<file path="src/rtl/msq_pkg.sv">
// Shared constants, types and sequencer states for the median-of-three sort block.
// Depends on nothing; the top level, the checker and the testbench import it.
package msq_pkg;

  localparam int ELEMENTS    = 64;
  localparam int VALUE_BITS  = 32;
  localparam int IDX_W       = $clog2(ELEMENTS);
  localparam int CNT_W       = $clog2(ELEMENTS + 1);
  localparam int STACK_DEPTH = ELEMENTS;
  localparam int RANGE_W     = 2 * IDX_W;

  typedef logic [IDX_W-1:0]             idx_t;
  typedef logic [CNT_W-1:0]             cnt_t;
  typedef logic signed [VALUE_BITS-1:0] value_t;

  typedef enum logic [4:0] {
    S_LOAD,
    S_START,
    S_NEXT,
    S_POP_WAIT,
    S_RANGE,
    S_MED,
    S_PR_A,
    S_PR_B,
    S_PR_C,
    S_PR_WA,
    S_PR_WB,
    S_PIV_RD,
    S_PIV_WAIT,
    S_I_INC,
    S_I_RD,
    S_I_CHK,
    S_J_DEC,
    S_J_RD,
    S_J_CHK,
    S_PART,
    S_PUSH_HI,
    S_PUSH_LO,
    S_EMIT_RD,
    S_EMIT_WAIT
  } state_e;

endpackage

</file>
<file path="src/rtl/msq_ram.sv">
// Generic simple dual-port RAM: one write port, one read port, registered read.
// Depends on nothing.
module msq_ram #(
  parameter int WIDTH = 32,
  parameter int DEPTH = 64,
  localparam int AW   = (DEPTH > 1) ? $clog2(DEPTH) : 1
) (
  input  logic             clk_i,
  input  logic             we_i,
  input  logic [AW-1:0]    waddr_i,
  input  logic [WIDTH-1:0] wdata_i,
  input  logic             re_i,
  input  logic [AW-1:0]    raddr_i,
  output logic [WIDTH-1:0] rdata_o
);

  logic [WIDTH-1:0] mem_q [DEPTH];
  logic [WIDTH-1:0] rdata_q;

  // Write, then registered read; read data holds when idle
  always_ff @(posedge clk_i) begin
    if (we_i) begin
      mem_q[waddr_i] <= wdata_i;
    end
    if (re_i) begin
      rdata_q <= mem_q[raddr_i];
    end
  end

  assign rdata_o = rdata_q;

endmodule

</file>
<file path="src/rtl/median_of_three_quicksort.sv">
// Median-of-three quicksort block: top level with sequencer, element store and range stack.
// Depends on msq_pkg and msq_ram.

// Values enter one beat per cycle into a 64-entry element store; beats past
// capacity are dropped. A beat with last_i set closes the set: the block
// stalls its input, sorts the store in place in ascending signed order and
// then sends every element out, one beat per element, with final_res_o on the
// largest. The store is a single-port-read RAM, so each element touched costs
// its own read: a compare-and-swap, each scan step of a partition, a stack pop
// and each output beat all wait on a registered read from a RAM.
// The input is taken again as soon as the last element sits in the output
// register.
module median_of_three_quicksort
  import msq_pkg::*;
(
  input  logic   clk_i,
  input  logic   rst_ni,
  input  logic   in_valid_i,
  output logic   in_stall_o,
  input  value_t value_i,
  input  logic   last_i,
  output logic   out_valid_o,
  input  logic   out_stall_i,
  output value_t sorted_value_o,
  output logic   final_res_o
);

  state_e state_q, state_d, ret_q;
  cnt_t   count_q;
  cnt_t   top_q;
  idx_t   lo_q, hi_q, i_q, j_q, px_q, py_q, k_q;
  logic   swap_only_q;
  logic [1:0] med_q;
  value_t a_q, b_q, pk_q;
  logic   out_valid_q, out_valid_d, final_q;
  value_t out_value_q;

  // RAM ports
  logic                  st_we, st_re;
  idx_t                  st_waddr, st_raddr;
  logic [VALUE_BITS-1:0] st_wdata, st_rdata;
  logic                  sk_we, sk_re;
  idx_t                  sk_waddr, sk_raddr;
  logic [RANGE_W-1:0]    sk_wdata, sk_rdata;

  msq_ram #(.WIDTH(VALUE_BITS), .DEPTH(ELEMENTS)) u_store (
    .clk_i   (clk_i),
    .we_i    (st_we),
    .waddr_i (st_waddr),
    .wdata_i (st_wdata),
    .re_i    (st_re),
    .raddr_i (st_raddr),
    .rdata_o (st_rdata)
  );

  msq_ram #(.WIDTH(RANGE_W), .DEPTH(STACK_DEPTH)) u_stack (
    .clk_i   (clk_i),
    .we_i    (sk_we),
    .waddr_i (sk_waddr),
    .wdata_i (sk_wdata),
    .re_i    (sk_re),
    .raddr_i (sk_raddr),
    .rdata_o (sk_rdata)
  );

  // Derived conditions
  value_t rd_val;
  idx_t   mid, hi_m1, n_m1, i_p1;
  logic   in_acc, has_room, out_free, do_swap;
  logic   range_bad, range_pair, i_ok, j_ok, key_lt, key_gt;
  logic   push_hi_ok, push_lo_ok, stack_room, emit_last;
  logic [IDX_W:0] lo_hi_sum;

  assign rd_val     = value_t'(st_rdata);
  assign in_acc     = in_valid_i && !in_stall_o;
  assign has_room   = count_q < cnt_t'(ELEMENTS);
  assign out_free   = !out_valid_q || !out_stall_i;
  assign lo_hi_sum  = {1'b0, lo_q} + {1'b0, hi_q};
  assign mid        = lo_hi_sum[IDX_W:1];
  assign hi_m1      = hi_q - idx_t'(1);
  assign n_m1       = idx_t'(count_q - cnt_t'(1));
  assign i_p1       = i_q + idx_t'(1);
  assign do_swap    = swap_only_q || (a_q > rd_val);
  assign range_bad  = ({1'b0, hi_q} >= (IDX_W+1)'(count_q)) || (lo_q >= hi_q);
  assign range_pair = ({1'b0, hi_q} - {1'b0, lo_q}) < (IDX_W+1)'(2);
  assign i_ok       = ({1'b0, i_q} + (IDX_W+1)'(1)) < {1'b0, hi_q};
  assign j_ok       = j_q > lo_q;
  assign key_lt     = rd_val < pk_q;
  assign key_gt     = rd_val > pk_q;
  assign stack_room = top_q < cnt_t'(STACK_DEPTH);
  assign push_hi_ok = i_ok && stack_room;
  assign push_lo_ok = (({1'b0, lo_q} + (IDX_W+1)'(1)) < {1'b0, i_q}) && stack_room;
  assign emit_last  = ({1'b0, k_q} + (IDX_W+1)'(1)) == (IDX_W+1)'(count_q);

  // Next state
  always_comb begin
    state_d = state_q;
    unique case (state_q)
      S_LOAD:      if (in_acc && last_i) state_d = S_START;
      S_START:     state_d = (count_q < cnt_t'(2)) ? S_EMIT_RD : S_NEXT;
      S_NEXT:      state_d = (top_q == '0) ? S_EMIT_RD : S_POP_WAIT;
      S_POP_WAIT:  state_d = S_RANGE;
      S_RANGE: begin
        if (range_bad) state_d = S_NEXT;
        else if (range_pair) state_d = S_PR_A;
        else state_d = S_MED;
      end
      S_MED:       state_d = S_PR_A;
      S_PR_A:      state_d = S_PR_B;
      S_PR_B:      state_d = S_PR_C;
      S_PR_C:      state_d = do_swap ? S_PR_WA : ret_q;
      S_PR_WA:     state_d = S_PR_WB;
      S_PR_WB:     state_d = ret_q;
      S_PIV_RD:    state_d = S_PIV_WAIT;
      S_PIV_WAIT:  state_d = S_I_RD;
      S_I_INC:     state_d = S_I_RD;
      S_I_RD:      state_d = i_ok ? S_I_CHK : S_J_DEC;
      S_I_CHK:     state_d = key_lt ? S_I_RD : S_J_DEC;
      S_J_DEC:     state_d = S_J_RD;
      S_J_RD:      state_d = j_ok ? S_J_CHK : S_PART;
      S_J_CHK:     state_d = key_gt ? S_J_DEC : S_PART;
      S_PART:      state_d = S_PR_A;
      S_PUSH_HI:   state_d = S_PUSH_LO;
      S_PUSH_LO:   state_d = S_NEXT;
      S_EMIT_RD:   state_d = S_EMIT_WAIT;
      S_EMIT_WAIT: if (out_free) state_d = emit_last ? S_LOAD : S_EMIT_RD;
      default:     state_d = S_LOAD;
    endcase
  end

  // Memory controls
  always_comb begin
    st_we    = 1'b0;
    st_waddr = px_q;
    st_wdata = b_q;
    st_re    = 1'b0;
    st_raddr = px_q;
    sk_we    = 1'b0;
    sk_waddr = top_q[IDX_W-1:0];
    sk_wdata = {hi_q, i_p1};
    sk_re    = 1'b0;
    sk_raddr = idx_t'(top_q - cnt_t'(1));
    unique case (state_q)
      S_LOAD: begin
        st_we    = in_acc && has_room;
        st_waddr = count_q[IDX_W-1:0];
        st_wdata = value_i;
      end
      S_START: begin
        sk_we    = count_q >= cnt_t'(2);
        sk_waddr = '0;
        sk_wdata = {n_m1, idx_t'(0)};
      end
      S_NEXT:    sk_re = top_q != '0;
      S_PR_A:    st_re = 1'b1;
      S_PR_B: begin
        st_re    = 1'b1;
        st_raddr = py_q;
      end
      S_PR_WA:   st_we = 1'b1;
      S_PR_WB: begin
        st_we    = 1'b1;
        st_waddr = py_q;
        st_wdata = a_q;
      end
      S_PIV_RD: begin
        st_re    = 1'b1;
        st_raddr = hi_m1;
      end
      S_I_RD: begin
        st_re    = i_ok;
        st_raddr = i_q;
      end
      S_J_RD: begin
        st_re    = j_ok;
        st_raddr = j_q;
      end
      S_PUSH_HI: sk_we = push_hi_ok;
      S_PUSH_LO: begin
        sk_we    = push_lo_ok;
        sk_wdata = {i_q - idx_t'(1), lo_q};
      end
      S_EMIT_RD: begin
        st_re    = 1'b1;
        st_raddr = k_q;
      end
      default: ;
    endcase
  end

  // Output valid: load on an emit step, drop once the beat is taken
  always_comb begin
    out_valid_d = out_valid_q && out_stall_i;
    if (state_q == S_EMIT_WAIT && out_free) out_valid_d = 1'b1;
  end

  // Control registers
  always_ff @(posedge clk_i or negedge rst_ni) begin
    if (!rst_ni) begin
      state_q     <= S_LOAD;
      count_q     <= '0;
      top_q       <= '0;
      out_valid_q <= 1'b0;
    end else begin
      state_q     <= state_d;
      out_valid_q <= out_valid_d;
      case (state_q)
        S_LOAD:    if (in_acc && has_room) count_q <= count_q + cnt_t'(1);
        S_START:   top_q <= (count_q >= cnt_t'(2)) ? cnt_t'(1) : '0;
        S_NEXT:    if (top_q != '0) top_q <= top_q - cnt_t'(1);
        S_PUSH_HI: if (push_hi_ok) top_q <= top_q + cnt_t'(1);
        S_PUSH_LO: if (push_lo_ok) top_q <= top_q + cnt_t'(1);
        S_EMIT_WAIT: begin
          if (out_free && emit_last) begin
            count_q <= '0;
            top_q   <= '0;
          end
        end
        default: ;
      endcase
    end
  end

  // Datapath registers
  always_ff @(posedge clk_i) begin
    case (state_q)
      S_START: k_q <= '0;
      S_POP_WAIT: ;
      S_RANGE: begin
        {hi_q, lo_q} <= {hi_q, lo_q};
        med_q        <= '0;
        px_q         <= lo_q;
        py_q         <= hi_q;
        swap_only_q  <= 1'b0;
        ret_q        <= S_NEXT;
      end
      S_MED: begin
        med_q       <= med_q + 2'd1;
        swap_only_q <= 1'b0;
        ret_q       <= S_MED;
        case (med_q)
          2'd0: begin
            px_q <= lo_q;
            py_q <= mid;
          end
          2'd1: begin
            px_q <= lo_q;
            py_q <= hi_q;
          end
          2'd2: begin
            px_q <= mid;
            py_q <= hi_q;
          end
          default: begin
            px_q        <= mid;
            py_q        <= hi_m1;
            swap_only_q <= 1'b1;
            ret_q       <= S_PIV_RD;
          end
        endcase
      end
      S_PR_B: a_q <= rd_val;
      S_PR_C: b_q <= rd_val;
      S_PIV_WAIT: begin
        pk_q <= rd_val;
        i_q  <= lo_q + idx_t'(1);
        j_q  <= hi_m1;
      end
      S_I_INC: i_q <= i_p1;
      S_I_CHK: if (key_lt) i_q <= i_p1;
      S_J_DEC: j_q <= j_q - idx_t'(1);
      S_PART: begin
        px_q        <= i_q;
        swap_only_q <= 1'b1;
        if (i_q < j_q) begin
          py_q  <= j_q;
          ret_q <= S_I_INC;
        end else begin
          py_q  <= hi_m1;
          ret_q <= S_PUSH_HI;
        end
      end
      S_EMIT_WAIT: begin
        if (out_free) begin
          out_value_q <= rd_val;
          final_q     <= emit_last;
          k_q         <= k_q + idx_t'(1);
        end
      end
      default: ;
    endcase
    // Latch the popped range
    if (state_q == S_POP_WAIT) begin
      lo_q <= sk_rdata[IDX_W-1:0];
      hi_q <= sk_rdata[RANGE_W-1:IDX_W];
    end
  end

  // Drive the ports; the input is open only while loading
  assign in_stall_o     = state_q != S_LOAD;
  assign out_valid_o    = out_valid_q;
  assign sorted_value_o = out_value_q;
  assign final_res_o    = final_q;

endmodule

</file>
<file path="config.mk">
export PLATFORM = sky130hd
export DESIGN_NAME = median_of_three_quicksort
export DESIGN_NICKNAME = d
export VERILOG_FILES = /design/src/rtl/msq_pkg.sv /design/src/rtl/msq_ram.sv /design/src/rtl/median_of_three_quicksort.sv
export SDC_FILE = /design/constraint.sdc
export NUM_CORES = 2
export LEC_CHECK = 0
export BUFFER_PORTS_ARGS = -buffer_cell sky130_fd_sc_hd__buf_4
export CORE_MARGIN = 2
export CORE_UTILIZATION = 58
export DETAILED_ROUTE_END_ITERATION = 7
export PLACE_DENSITY = 0.77
export SYNTH_ARGS = -nofsm -noshare
export SYNTH_HDL_FRONTEND = slang
export SYNTH_SLANG_ARGS = --single-unit
</file>
<file path="constraint.sdc">
create_clock -name clk_i -period 9.4 [get_ports clk_i]
set_input_delay 1.88 -clock clk_i [delete_from_list [all_inputs] [get_ports clk_i]]
set_output_delay 1.88 -clock clk_i [all_outputs]
set_load 0.05 [all_outputs]
</file>
### Yosys cells after proc, flatten, opt, wreduce, memory -nomap -nowiden

Memories as Yosys holds them, arrays and structs flattened. A register that Yosys moved wholly into a read port is not among the register bits.
Cells that the tools add are included.

| cells by class | value |
|---|---|
| add/sub/neg operators | 16 |
| order comparisons | 14 |
| equality and inequality tests | 34 |
| muxes and demuxes | 51 |
| reductions and logical operators | 39 |

Operators by type and width:

| kind | number |
|---|---|
| 5-bit one-hot mux with 22 select lines | 1 |
| 32-bit greater-than comparator | 2 |
| 32-bit one-hot mux with 2 select lines | 1 |
| 6-bit one-hot mux with 3 select lines | 3 |
| 6-bit one-hot mux with 2 select lines | 4 |
| 5-bit 2-to-1 mux | 9 |
| 5-bit by 4-bit == test with 1-bit output, second input constant | 8 |
| 5-bit == test, second input constant | 8 |
| 7-bit 2-to-1 mux | 5 |
| 7-bit one-hot mux with 5 select lines | 1 |
| 32-bit < comparator | 1 |
| 6-bit 2-to-1 mux | 5 |
| 6-bit one-hot mux with 5 select lines | 1 |
| 12-bit one-hot mux with 2 select lines | 1 |
| 6-bit by 1-bit subtractor with 6-bit output, second input constant | 4 |
| 6-bit by 1-bit adder with 7-bit output, second input constant | 3 |
| 5-bit by 3-bit == test with 1-bit output, second input constant | 4 |
| 6-bit by 1-bit adder with 6-bit output, second input constant | 3 |
| 5-bit one-hot mux with 3 select lines | 1 |
| 7-bit by 1-bit adder with 7-bit output, second input constant | 2 |
| 7-bit by 2-bit < comparator with 1-bit output, second input constant | 2 |
| 7-bit by 6-bit < comparator with 1-bit output | 2 |
| 7-bit < comparator, second input constant | 2 |
| 2-bit != test, second input constant | 7 |
| other kinds (39) | 74 |

| word-level totals | value |
|---|---|
| register bits | 199 |
| memory bits (writable) | 2816 |
| input port bits | 37 |
| output and inout port bits | 35 |
| logic and storage cells | 175 |
| memories | 2 |

Memories:

| memory | depth | width | read ports | clocked after Yosys merged registers in | wr ports | line | text |
|---|---|---|---|---|---|---|---|
| u_store.mem_q | 64 | 32 | 1 | 1 | 1 | msq_ram.sv:17 | `logic [WIDTH-1:0] mem_q [DEPTH];` |
| u_stack.mem_q | 64 | 12 | 1 | 1 | 1 | msq_ram.sv:17 |  |

### Depth between registers and ports, before layout

| logic depth | value |
|---|---|
| depth in word-level cells | 7 |
| gate-level depth with buffers | 17 |
| mapped depth without buffers | 12 |

### Hierarchy

Synthesis repeated with hierarchy kept, for this count alone.

| second synthesis, totals | value |
|---|---|
| cell total of the unflattened synthesis | 5847 |
| area total of the unflattened synthesis | 121082.4 um2 |

By module, submodules not included:

| module | instances | cells each | area an instance (um2) | sequential area each (um2) |
|---|---|---|---|---|
| msq_ram (u_store) | 1 | 3324 | 78835.6 | 62459.9 |
| msq_ram (u_stack) | 1 | 1339 | 29971.2 | 23422.5 |
| median_of_three_quicksort | 1 | 1184 | 12275.5 | 5875.6 |

### Least setup slack after synthesis

OpenSTA, ideal clock, no wires.

| timing path | value |
|---|---|
| kind | reg2reg |
| start | register state_q[2] |
| end | memory u_stack.mem_q[0][10] in the netlist's numbering (data pin) |
| library setup time | 0.702 ns |
| arrival | 4.871 ns |
| required time | 8.698 ns |
| slack | 3.828 ns |
| cell stages (with the launch flop) | 11 |
| path buffers | 2 |
| period minus slack after synthesis | 5.572 ns |
| cells stage by stage | dfrtp_1 > buf_2 > buf_1 > nand2_1 > nor3_1 > nand2_1 > mux2i_1 > ha_1 > o21ai_0 > xnor2_1 > o21ai_0 |

| between the ends | value |
|---|---|
| longest elaborated chain between the ends | 2 |
| elaborated cells between the ends (all ways) | 3 |
| those cells by class | 2 x eq/ne; 1 x mux |

Ends and longest elaborated chain:

| what | line | text |
|---|---|---|
| start, declared | median_of_three_quicksort.sv:28 | `state_e state_q, state_d, ret_q;` |
| start signal, assigned | median_of_three_quicksort.sv:205 | `state_q <= state_d;` |
| 5-bit == test or 5-bit by 1-bit == test with 1-bit output (tied branches) | median_of_three_quicksort.sv:143 | `unique case (state_q)` |
| 12-bit one-hot mux with 2 select lines * | median_of_three_quicksort.sv:143 |  |
| via sk_wdata[10] | median_of_three_quicksort.sv:44 | `logic [RANGE_W-1:0] sk_wdata, sk_rdata;` |
| end, declared | msq_ram.sv:17 |  |

The timed path passes the listed nets; every way through them passes the cells marked *.

### Final worst setup path

| timing path | value |
|---|---|
| start | register state_q[4] |
| end | register u_store.rdata_q[20], in the netlist u_store.rdata_o[20], read port of u_store.mem_q (data pin) |

| between the ends | value |
|---|---|
| longest elaborated chain between the ends | 3 |
| elaborated cells between the ends (all ways) | 9 |
| those cells by class | 6 x eq/ne; 2 x mux; 1 x reduce/logical |

Ends and longest elaborated chain:

| what | line | text |
|---|---|---|
| 5-bit by 3-bit == test with 1-bit output (tied with other cells) | median_of_three_quicksort.sv:143 |  |
| 4-bit OR reduction (no source line) | -- |  |
| 1-bit one-hot mux with 3 select lines | median_of_three_quicksort.sv:143 |  |
| end, declared | msq_ram.sv:18 | `logic [WIDTH-1:0] rdata_q;` |

Parallel ways exist; a longest one is shown, timed or not.
A chain may end at the register's enable or synchronous reset.

==> results.cfg <==
[floorplanning]
die_w_um = 466
floorplan.rows = 169
core_area_sq_mm = 0.212
dieArea_sq_mm = 0.217
fp.dieH_um = 466
design.portCount = 72
start_util_pct = 58.3

[power_and_ir_drop]
pwr_density_cell_mw_per_mm2 = 344
intPower_uw = 29400
p_seq_share_pct = 37.6
power.share.clock_pct = 25.4
power.share.combinational_pct = 37.0
p_sw_uw = 18000
switching_power_as_a_share_of_total_power_pct = 38.0
power.leakage_uw = 0.0468
irDropWorstVdd_mv = 0.363

[sta]
tightestPinTransition_ns = 1.44
fmaxAchievable_mhz = 165
setup_viol = 0
period_share_pct = 64.3
final_period_minus_worst_setup_slack_ns = 6.04
report.final.hold_viol_count = 0
layout_setup_ws_ns = 3.36
report.final.slew_viol_count = 0
max-slew-margin-rel_pct = 4.25
setup-tns-final_ns = 0
hold_slack_ns = 0.422
worst_clock_skew_on_the_final_layout_ns = 0.0846
rsz0062_at_grt = no

[route]
drt-vias-per-instance = 6.72
detail_route.iter0.violations = 12751
totalWireLength_um = 356000
detail-route-antenna-nets = 0
routed-via-count = 78341
drt_pass1_iterations = 8
detail_route.wl_per_cell_um = 30.5
drcViolationCount = 4

[worst_setup_path]
worst-path-buf-inv = 1
critical_path.startpoint_type = register
cpLargestDelayFamily = simple AND/OR/NAND/NOR gates
cell_type_of_the_slowest_stage_on_the_worst_timing_path = dfrtp_1
critical_path_peak_fanout = 186
cp-end-kind = register
ws_path_type = reg2reg
timing.critical_path.required_ns = 10.19
worst_path_largest_cell_delay_ns = 0.95
timing.critical_path.arrival_ns = 6.83
cp_cell_sequence = nand2b_1 > nor3_1 > or3_1 > mux2_8 > buf_12 > nand2_1 > and3_1 > a311oi_1 > a311oi_1 > or3_1 > nand4_1

[run_status]
violations = DRC
outcome = complete, but fails checks

[clocking]
clock_tree.root_cell = clkbuf_16
cts_tree = built
clkLatencyLatePin_ns = 0.97
clkSlewWorstSetupHoldPaths_ns = 0.06
htree_levels = 5
ctsResizeCount = 0
tritoncts.num_buffers = 313
clkSinkCount = 3059
post_cts_buffers = 0
clock_path_buffers = 4
cts_hold_buffers = 0

[global_route]
number_of_global_route_vias_before_repair = 75817
grt_remaining_overflow = 0
grt_max_degree = 187
grt_antenna_before_repair = 16
grt_usage_pct = 32.5
grt_first_pass_wirelength_um = 513000

[final_layout]
design.final.nets = 8764
area.sequential_sq_mm = 0.0918
final_layout_size_suffix_gt1_share_pct = 12.7
layoutNonFillerInstCount = 11664
layout.cells.most_common = edfxtp_1
number_of_filler_cells_placed_in_the_layout = 13842
syn_to_final_growth_pct = 11.7
multi_input_area_sq_mm = 0.0304
final_cell_mix = edfxtp_1 (3039), nand2_1 (2048), nand3_1 (599)

[place]
place.detailed.hpwl_um = 194000
placement.setup.worst_slack_ns = 3.44
placed_cell_count = 11115
finalWeightedCongestion = 0.924
numPortBuffers = 71

[logic_synthesis]
synth-warning-count = 0
avgSynthCellArea_sq_um = 14.5
async_flop_share_pct = 0.654
register_bit_total_from_synthesis = 3059
syn_nets = 8669
synth.yosys.seq_area_share_pct = 74.1
synth_cells = 8515
synth_area_sq_mm = 0.124
synth_edf_count = 3039
netlist_cell_types = 77
synth_ff_type = edfxtp_1

[min_path]
min_path_type = reg2reg

[job]
drv_cap = 0
cell type report:
type                       count  share of cell area (%)
multi-input combinational   4838                    22.0
clock buffer                 376                    5.94
sequential                  3059                    66.4
tap                         2821                    2.55
clock inverter               163                    1.08
timing repair buffer         278                    1.68
antenna                        9                  0.0163
inverter                     120                   0.326
cells in the mapped netlist, drive strengths merged (79+ instances only):
cell type	number	share of area, %
edfxtp	3039	74
nand2	2080	6.3
nand3	599	2.4
a21oi	393	1.6
mux4	274	5.0
buf	264	0.98
clkbuf	234	0.71
nor2	217	0.66
nor3	183	0.74
a22oi	127	0.77
o21ai	127	0.51
inv	118	0.36
ha	115	1.2
a311oi	102	0.72
mux2i	93	0.75
and3	79	0.40
flip-flops by register name, summed over array words and instances, names as in the netlist, 12 cells and up:
| signal | count |
|---|---|
| u_store.mem_q | 2048 |
| u_stack.mem_q | 768 |
| a_q | 32 |
| b_q | 32 |
| pk_q | 32 |
| sorted_value_o | 32 |
| u_store.rdata_o | 32 |
| u_stack.rdata_o | 12 |
power by group through the flow:
stage          Combinational [uW]  Sequential [uW]  Clock [uW]
6_report                    17600            17800       12000
5_1_grt                     18300            17900       12600
4_1_cts                     17100            17800       12100
3_5_place_dp                16900            18100           0
3_3_place_gp                16400            18100           0
2_1_floorplan               10400            17900           0
layer usage:
metal / global-route usage, % / wire, um / part of all wire, % / vias up
met4: 20.2 / 25900 / 7.3 / 8
met2: 50.2 / 164000 / 46 / 6249
met3: 7.45 / 44300 / 12 / 1135
li1: - / - / - / 32247
met5: 0 / 68 / 0.019 / -
met1: 42.1 / 122000 / 34 / 38702
path summary, 6_finish.rpt:
kind / startpoint / endpoint / slack (ns) / depth (start not counted)
hold / removal: u_stack.rdata_o[2] / lo_q[2] / 0.42 / 0
setup reg to reg: state_q[4] / u_store.rdata_o[20] / 3.36 / 11
setup / recovery: state_q[4] / u_store.rdata_o[20] / 3.36 / 11
min in group asynchronous: rst_ni / top_q[5] / 0.86 / 1
hold reg to reg: u_stack.rdata_o[2] / lo_q[2] / 0.42 / 0
max in group asynchronous: rst_ni / top_q[0] / 8.23 / 1
cell families (layout without fill, tap and decap cells):
family | after synthesis | in the layout | synth area share [%]
other | 0 | 9 | 0
DFF | 3059 | 3059 | 74.1
and+or+nand+nor | 3315 | 3315 | 11.4
buffers and inverters | 618 | 937 | 2.05
muxes | 376 | 376 | 5.82
xor gates and xnor gates | 48 | 48 | 0.340
adders and majority gates | 117 | 117 | 1.20
AOI/OAI and AO/OA | 982 | 982 | 5.09
through the flow:
step	area [sq um]	utilization (%)	power (uW)
2_1_floorplan	124000	-	28300
3_3_place_gp	128000	60.6	34500
3_5_place_dp	128000	60.6	35000
4_1_cts	138000	65.1	47000
5_1_grt	138000	65.1	48800
6_report	138000	65.2	47500
No activity file was read; power rests on OpenSTA's default activity.
